===== src/rtl/core/acs_pkg.sv =====
package acs_pkg;

  // Field widths
  localparam int ADDR_W = 12;
  localparam int BYTE_W = 8;
  localparam int WORD_W = 16;
  localparam int REQ_W  = 2;
  localparam int FMT_W  = 2;
  localparam int OPC_W  = 4;

  // Byte memory split into an even bank and an odd bank
  localparam int MEM_DEPTH  = 4096;
  localparam int BANK_DEPTH = MEM_DEPTH / 2;
  localparam int BANK_AW    = ADDR_W - 1;

  // Request types
  localparam logic [REQ_W-1:0] REQ_STEP  = 2'd0;
  localparam logic [REQ_W-1:0] REQ_WRITE = 2'd1;
  localparam logic [REQ_W-1:0] REQ_READ  = 2'd2;

  // Opcodes
  localparam logic [OPC_W-1:0] OP_HALT = 4'd0;
  localparam logic [OPC_W-1:0] OP_NOT  = 4'd1;
  localparam logic [OPC_W-1:0] OP_SHL  = 4'd2;
  localparam logic [OPC_W-1:0] OP_SHR  = 4'd3;
  localparam logic [OPC_W-1:0] OP_INC  = 4'd4;
  localparam logic [OPC_W-1:0] OP_DEC  = 4'd5;
  localparam logic [OPC_W-1:0] OP_JMP  = 4'd6;
  localparam logic [OPC_W-1:0] OP_JAZ  = 4'd7;
  localparam logic [OPC_W-1:0] OP_LDA  = 4'd8;
  localparam logic [OPC_W-1:0] OP_STA  = 4'd9;
  localparam logic [OPC_W-1:0] OP_ADD  = 4'd10;
  localparam logic [OPC_W-1:0] OP_AND  = 4'd11;
  localparam logic [OPC_W-1:0] OP_ORR  = 4'd12;
  localparam logic [OPC_W-1:0] OP_XOR  = 4'd13;
  localparam logic [OPC_W-1:0] OP_OUT  = 4'd14;
  localparam logic [OPC_W-1:0] OP_INP  = 4'd15;

  // Largest valid format code for out and inp
  localparam logic [FMT_W-1:0] FMT_MAX = 2'd2;

  // Execute unit outcome
  typedef struct packed {
    logic [WORD_W-1:0] acc;
    logic              halt;
    logic              jump;
    logic              out_en;
    logic              in_used;
  } acs_alu_res_t;

endpackage


===== src/rtl/core/acs_alu.sv =====
module acs_alu import acs_pkg::*; (
  input  logic [OPC_W-1:0]  opcode,
  input  logic [ADDR_W-1:0] arg,
  input  logic [WORD_W-1:0] acc,
  input  logic [WORD_W-1:0] mem_word,
  input  logic [WORD_W-1:0] in_value,
  output acs_alu_res_t      res
);

  logic               big_shift;
  logic               fmt_ok;
  logic signed [WORD_W-1:0] acc_s;

  assign big_shift = (arg[ADDR_W-1:4] != '0);
  assign fmt_ok    = (arg[ADDR_W-1:FMT_W] == '0) && (arg[FMT_W-1:0] <= FMT_MAX);
  assign acc_s     = $signed(acc);

  // Decode the opcode into the new accumulator and side effects
  always_comb begin
    res = '0;
    res.acc = acc;
    case (opcode)
      OP_HALT: res.halt = 1'b1;
      OP_NOT:  res.acc = ~acc;
      OP_SHL:  res.acc = big_shift ? '0 : (acc << arg[3:0]);
      OP_SHR:  res.acc = big_shift ? {WORD_W{acc[WORD_W-1]}} : WORD_W'(acc_s >>> arg[3:0]);
      OP_INC:  res.acc = acc + WORD_W'(1);
      OP_DEC:  res.acc = acc - WORD_W'(1);
      OP_JMP:  res.jump = 1'b1;
      OP_JAZ:  res.jump = (acc == '0);
      OP_LDA:  res.acc = mem_word;
      OP_STA:  res.acc = acc;
      OP_ADD:  res.acc = acc + mem_word;
      OP_AND:  res.acc = acc & mem_word;
      OP_ORR:  res.acc = acc | mem_word;
      OP_XOR:  res.acc = acc ^ mem_word;
      OP_OUT:  res.out_en = fmt_ok;
      OP_INP: begin
        if (fmt_ok) begin
          res.in_used = 1'b1;
          res.acc = in_value;
        end
      end
      default: res.acc = acc;
    endcase
  end

endmodule


===== config.mk =====
export PLATFORM = sky130hd
export DESIGN_NAME = acs_alu
export DESIGN_NICKNAME = d
export VERILOG_FILES = /design/src/rtl/core/acs_pkg.sv /design/src/rtl/core/acs_alu.sv
export SDC_FILE = /design/constraint.sdc
export NUM_CORES = 1
export LEC_CHECK = 0
export BUFFER_PORTS_ARGS = -buffer_cell sky130_fd_sc_hd__buf_2
export CELL_PAD_IN_SITES_DETAIL_PLACEMENT = 0
export CELL_PAD_IN_SITES_GLOBAL_PLACEMENT = 1
export CORE_MARGIN = 2
export CORE_UTILIZATION = 25
export DETAILED_ROUTE_END_ITERATION = 8
export GPL_ROUTABILITY_DRIVEN = 0
export MAX_ROUTING_LAYER = met4
export PLACE_DENSITY_LB_ADDON = 0.08
export SYNTH_ARGS = -nofsm -noshare
export SYNTH_HDL_FRONTEND = slang
export SYNTH_SLANG_ARGS = --single-unit

===== constraint.sdc =====
create_clock -name vclk -period 4.55
set_clock_uncertainty 0.2 [all_clocks]
set_input_delay 0.455 -clock vclk [all_inputs]
set_output_delay 0.455 -clock vclk [all_outputs]
set_load 0.01 [all_outputs]

==> impl_metrics.tcl, run 1 <==
set metrics [dict create \
    dr_total_vias 5411 \
    die_w_um 138 \
    nFillCells 2030 \
    grt_setup_unrepaired "false" \
    initial_core_util_pct 25.3 \
    syn_nets 762 \
    postSynthAreaPerCell_um2 6.91 \
    wl_met3_mm 1.07 \
    antenna-diode-count 0 \
    fp.dieH_um 138 \
    grt_overflow 0 \
    synth_top_area_cell "ha_1" \
    route.antenna.remaining_nets 0 \
    cts_setup_buffers 0 \
    io_buffers 84 \
    synth_area_leaders "ha_1 (13%), mux2i_1 (6.2%), a21oi_1 (5.8%)" \
    yosysWarnings 0 \
    fin_crit_ns 4.13 \
    dieArea_um2 19100 \
    startpoint_type "input port" \
    nNetsFinal 805 \
    postPlaceCellArea_um2 5040 \
    netlist_area_um2 4490 \
    whs_ns 1.06 \
    synth-xor-area-share_pct 1.36 \
    grt_pass1_wl_mm 33.3 \
    synth_compound_area_share_pct 36.1 \
    synth_top_area_share_pct 13.1 \
    critPathRequiredTime_ns 3.89 \
    drc 0 \
    wl_per_cell_um 24.4 \
    drt-met1-wl_mm 10.1 \
    synth_cell_type_count 77 \
    max_clock_freq_mhz 242 \
    maxCapViolations 0 \
    vdd_drop_max_mv 0.0671 \
    drive_gt1_share_pct 19.4 \
    synth_simple_gate_area_share_pct 22.3 \
    finalSetupViolations 0 \
    antenna_found_initial 0 \
    area_delta_synth_final_pct 12.3 \
    synthAdderAreaFrac_pct 13.5 \
    ctsResizeCount 0 \
    post-route-period-util_pct 90.8 \
    synth_mux_area_share_pct 16.5 \
    hold_path_end "res[3]" \
    p_per_area_nw_per_um2 107 \
    drv_slew 0 \
    seq_area_frac_synth_pct 0 \
    tightest_slew_ns 0.832 \
    relSlewSlack_pct 44.5 \
    hold_path_class "in2out" \
    synthTopCellsByCount "a21oi_1 (52), nor2_1 (52), ha_1 (47)" \
    first_global_vias 5286 \
    fp-row-count 49 \
    p_leak_nw 2.23 \
    synthCells 650 \
    hold_depth 3 \
    vias_per_cell 5.88 \
    nFlopsAndLatches 0 \
    wirelength_mm 22.4 \
    drt-initial-drc-count 349 \
    clkbuf_count 0 \
    tns_ns 0 \
    grtUsageTotal_pct 22.9 \
    synth_top_family_by_area "compound AO/OA/AOI/OAI gates" \
    crit_type "in2out" \
    hold_viol_final 0 \
    path_max_fanout 15 \
    coreArea_um2 17800 \
    grt_max_degree 40 \
    dr_wl_met2_mm 10.6 \
    status "completed" \
    dr.max_layer_used "met4" \
    ctsHoldBuffers 0 \
    seq_area_um2 0 \
    hp-start "opcode[2]" \
    hpwl_mm 17.4 \
    final_area_um2 5040 \
    cp.arrival_ns 3.47 \
    ioPinCount 84 \
    crit_path_end_kind "output pin" \
    first_pass_iters 5 \
]
## worst max path at each step
stage | from | to | depth (start not counted)
after floorplan | opcode[2] | res[14] | 11
after global placement | opcode[0] | res[11] | 12
after detailed placement | opcode[0] | res[15] | 12
after CTS | opcode[0] | res[15] | 12
after global routing | opcode[0] | res[15] | 12
final | opcode[0] | res[15] | 12
## per-layer routing
metal | vias up | GRT usage (%)
met3 | 37 | 1.66
met4 | 0 | 6.61
li1 | 2560 | -
met5 | - | -
met1 | 2632 | 30.3
met2 | 182 | 37.7
## cell type report
cell class                      instances  area (um^2)  share of cell area [%]
Multi-Input combinational cell        545         4040                    80.1
Tap cell                              229          287                    5.68
Inverter                               45          169                    3.35
Timing Repair Buffer                  101          548                    10.9
## layout by cell type, fill, tap and decap left out, types with 18 or more instances in the layout
cell,instances
mux2i_1,28
buf_2,84
a211oi_1,18
ha_1,47
inv_1,42
o21ai_0,31
nand2_1,45
nor2_1,52
a21o_1,22
a21oi_1,52
## metrics by stage
step / setup WS (ns) / util (%) / total power (W) / instances
final: 0.420 / 28.4 / 0.000540 / 920
after detailed placement: 0.429 / 28.4 / 0.000532 / 920
after global placement: 0.475 / 28.4 / 0.000534 / 920
after floorplan: 0.777 / - / 0.000334 / 650
after global routing: 0.194 / 28.4 / 0.000583 / 920
after CTS: 0.414 / 28.4 / 0.000534 / 920
## critical path, cell delays in order
cell and delay, ns:
buf_2 0.17, and4bb_2 0.37, a21oi_1 0.24, inv_1 0.07, ha_1 0.27, a21o_1 0.12, nand4_1 0.18, a211oi_1 0.69
nor3_1 0.10, or3b_2 0.47, a31oi_1 0.18, buf_2 0.15
## where the power goes
part           total, W  switching (W)  internal (W)
combinational  0.000540       0.000339      0.000201
sequential            0              0             0
clock                 0              0             0
## cell families (layout without fill, tap and decap cells)
family,Yosys count,after routing
compound gates,235,235
simple gates,197,197
buf+inv,105,146
mux,58,58
fa+ha+maj,48,48
xor+xnor,7,7
Power figures use the tool's default switching activity.
==> run 2, diff against run 1 <==
--- a/config.mk
+++ b/config.mk
@@ -5,6 +5,7 @@
 export SDC_FILE = /design/constraint.sdc
 export NUM_CORES = 1
 export LEC_CHECK = 0
+export ABC_AREA = 1
 export BUFFER_PORTS_ARGS = -buffer_cell sky130_fd_sc_hd__buf_2
 export CELL_PAD_IN_SITES_DETAIL_PLACEMENT = 0
 export CELL_PAD_IN_SITES_GLOBAL_PLACEMENT = 1
==> run 2 against run 1 <==
Against the previous run: sequential share of layout area is the same; flip-flop and latch count did not move; first-iteration DRC count is 10% higher; cell count grew 28%; area after synthesis decreased by 4.1%; critical path type unchanged; highest routed layer unchanged.
==> impl_metrics.tcl, run 2 <==
set metrics [dict create \
    status "completed" \
    drt-initial-drc-count 385 \
    synthAdderAreaFrac_pct 14.1 \
    place_inst 1174 \
    final_common_cell "nand2_1" \
    nFillCells 2087 \
    synthCells 892 \
    wl_per_cell_um 17.7 \
    coreArea_um2 16700 \
    startpoint_type "input port" \
    p_leak_nw 2.79 \
    p_per_area_nw_per_um2 96.6 \
    grt_setup_unrepaired "false" \
    synth_cell_type_count 33 \
    finalSetupViolations 0 \
    hold_viol_final 0 \
    multi_input_area_um2 3740 \
    initial_core_util_pct 25.8 \
    drv_slew 0 \
    dieArea_um2 18300 \
    clkbuf_count 0 \
    cp.arrival_ns 3.32 \
    crit_top_cell "nand2_1" \
    nNetsFinal 1068 \
    synth_simple_gate_area_share_pct 62.0 \
    synth_top_area_cell "nand2_1" \
    max_clock_freq_mhz 252 \
    drc 0 \
    syn_nets 1004 \
    dr_total_vias 5806 \
    internal_power_w 0.000152 \
    critPathRequiredTime_ns 3.89 \
    synthTopCellsByCount "nand2_1 (312), nand3_1 (148), inv_1 (105)" \
    crit_path_end_kind "output pin" \
    slowest_stage "fa_1" \
    clockPowerShare_pct 0 \
    hold_path_class "in2out" \
    first_pass_iters 9 \
    hold_depth 3 \
    final-instance-count-excl-fill 1174 \
    ioPinCount 84 \
    yosysWarnings 0 \
    tns_ns 0 \
    endpoint "res[14]" \
    area_delta_synth_final_pct 13.9 \
    ctsHoldBuffers 0 \
    tightest_slew_ns 0.998 \
    drive_gt1_share_pct 11.8 \
    grt_max_degree 33 \
    grt_overflow 0 \
    first_global_vias 5532 \
    fp-row-count 47 \
    wirelength_mm 20.8 \
    synth_area_leaders "nand2_1 (27%), nand3_1 (17%), ha_1 (14%)" \
    crit_buf_inv 5 \
    post-route-period-util_pct 87.3 \
    ctsResizeCount 0 \
    synth_top_family_by_area "simple AND/OR/NAND/NOR gates" \
    antenna_found_initial 0 \
    post-synth-top-count-cell "nand2_1" \
    switching_share_pct 68.0 \
    p_seq_share_pct 0 \
    synth-xor-area-share_pct 0.203 \
    synth_top_area_share_pct 27.2 \
    vias_per_cell 4.95 \
    seq_area_um2 0 \
    fin_crit_ns 3.97 \
    nFlopsAndLatches 0 \
    slowest_delay_ns 0.41 \
    crit_path_cell_trace "buf_2 > inv_1 > nor2_1 > nand2_1 > o21ai_0 > inv_1 > fa_1 > inv_1 > nand3_1 > nand2_1 > nand2_1 > nand2_1 > nand3_1 > nand3b_1 > nand3_1 > a21oi_1 > buf_2" \
    vdd_drop_max_mv 0.0369 \
    route.antenna.remaining_nets 0 \
    antenna-diode-count 0 \
    combPwrFrac_pct 100.0 \
    die_w_um 135 \
    grt_pass1_wl_mm 31.9 \
    switchingPower_w 0.000322 \
    path_max_fanout 16 \
    cts_setup_buffers 0 \
    crit_family "simple AND/OR/NAND/NOR gates" \
    maxCapViolations 0 \
    layout_common_cells "nand2_1 (312), nand3_1 (148), inv_1 (105)" \
    relSlewSlack_pct 33.4 \
    seq_area_frac_synth_pct 0 \
    fp.dieH_um 135 \
    netlist_area_um2 4310 \
    worst-path-stages 17 \
    hpwl_mm 17.0 \
    crit_type "in2out" \
    synth_mux_area_share_pct 0 \
    synth_compound_area_share_pct 10.5 \
    postSynthAreaPerCell_um2 4.83 \
    startpoint "opcode[3]" \
    grtUsageTotal_pct 23.0 \
    io_buffers 84 \
]
run 2: cell types whose count changed in the layout (fill, tap and decap cells not counted), moves of 14 or more:
cell,delta
mux2i_1,-28
a21oi_1,-18
nor2_1,+45
a31oi_1,-14
inv_1,+63
nand3_1,+134
a21o_1,-22
nand2_1,+267
a211oi_1,-18
run 2: metal layers:
metal | GRT usage [%] | wire length (um)
met1 | 31.5 | 10100
met2 | 39.1 | 9820
met3 | 0.599 | 601
met4 | 2.89 | 299
met5 | - | 0
run 2: how the worst min path moves through the flow:
| stage | start | end |
|---|---|---|
| 3_3_place_gp | opcode[0] | res[2] |
| 4_1_cts | opcode[0] | res[2] |
| 6_report | opcode[0] | res[2] |
| 2_1_floorplan | opcode[0] | res[2] |
| 3_5_place_dp | opcode[0] | res[2] |
| 5_1_grt | opcode[0] | res[2] |
run 2: layout make-up:
cell class         instances  area share, %
multi-input cells        750           76.2
repair buffers            90           9.48
inverters                114           8.72
well taps                220           5.61
run 2: cell families after synthesis:
family / after synthesis
AND/OR/NAND/NOR: 615
buffers and inverters: 142
AO/OA/AOI/OAI: 86
adder cells (fa/ha/maj): 48
XOR/XNOR: 1
run 2: per-stage QoR:
stage               setup WS, ns  total power (W)  hold WS (ns)  util, %  area (um^2)
finish                     0.577         0.000474          1.10     29.4         4910
global placement           0.688         0.000478          1.09     29.4         4910
floorplan                   1.51         0.000296         0.792        -         4310
global route               0.277         0.000533          1.13     29.4         4910
CTS                        0.608         0.000473          1.11     29.4         4910
detailed placement         0.623         0.000471          1.11     29.4         4910
run 2: power groups by stage:
stage	registers, W	clock network [W]	logic [W]
detailed placement	0	0	0.000471
global placement	0	0	0.000478
floorplan	0	0	0.000296
global route	0	0	0.000533
CTS	0	0	0.000473
finish	0	0	0.000474
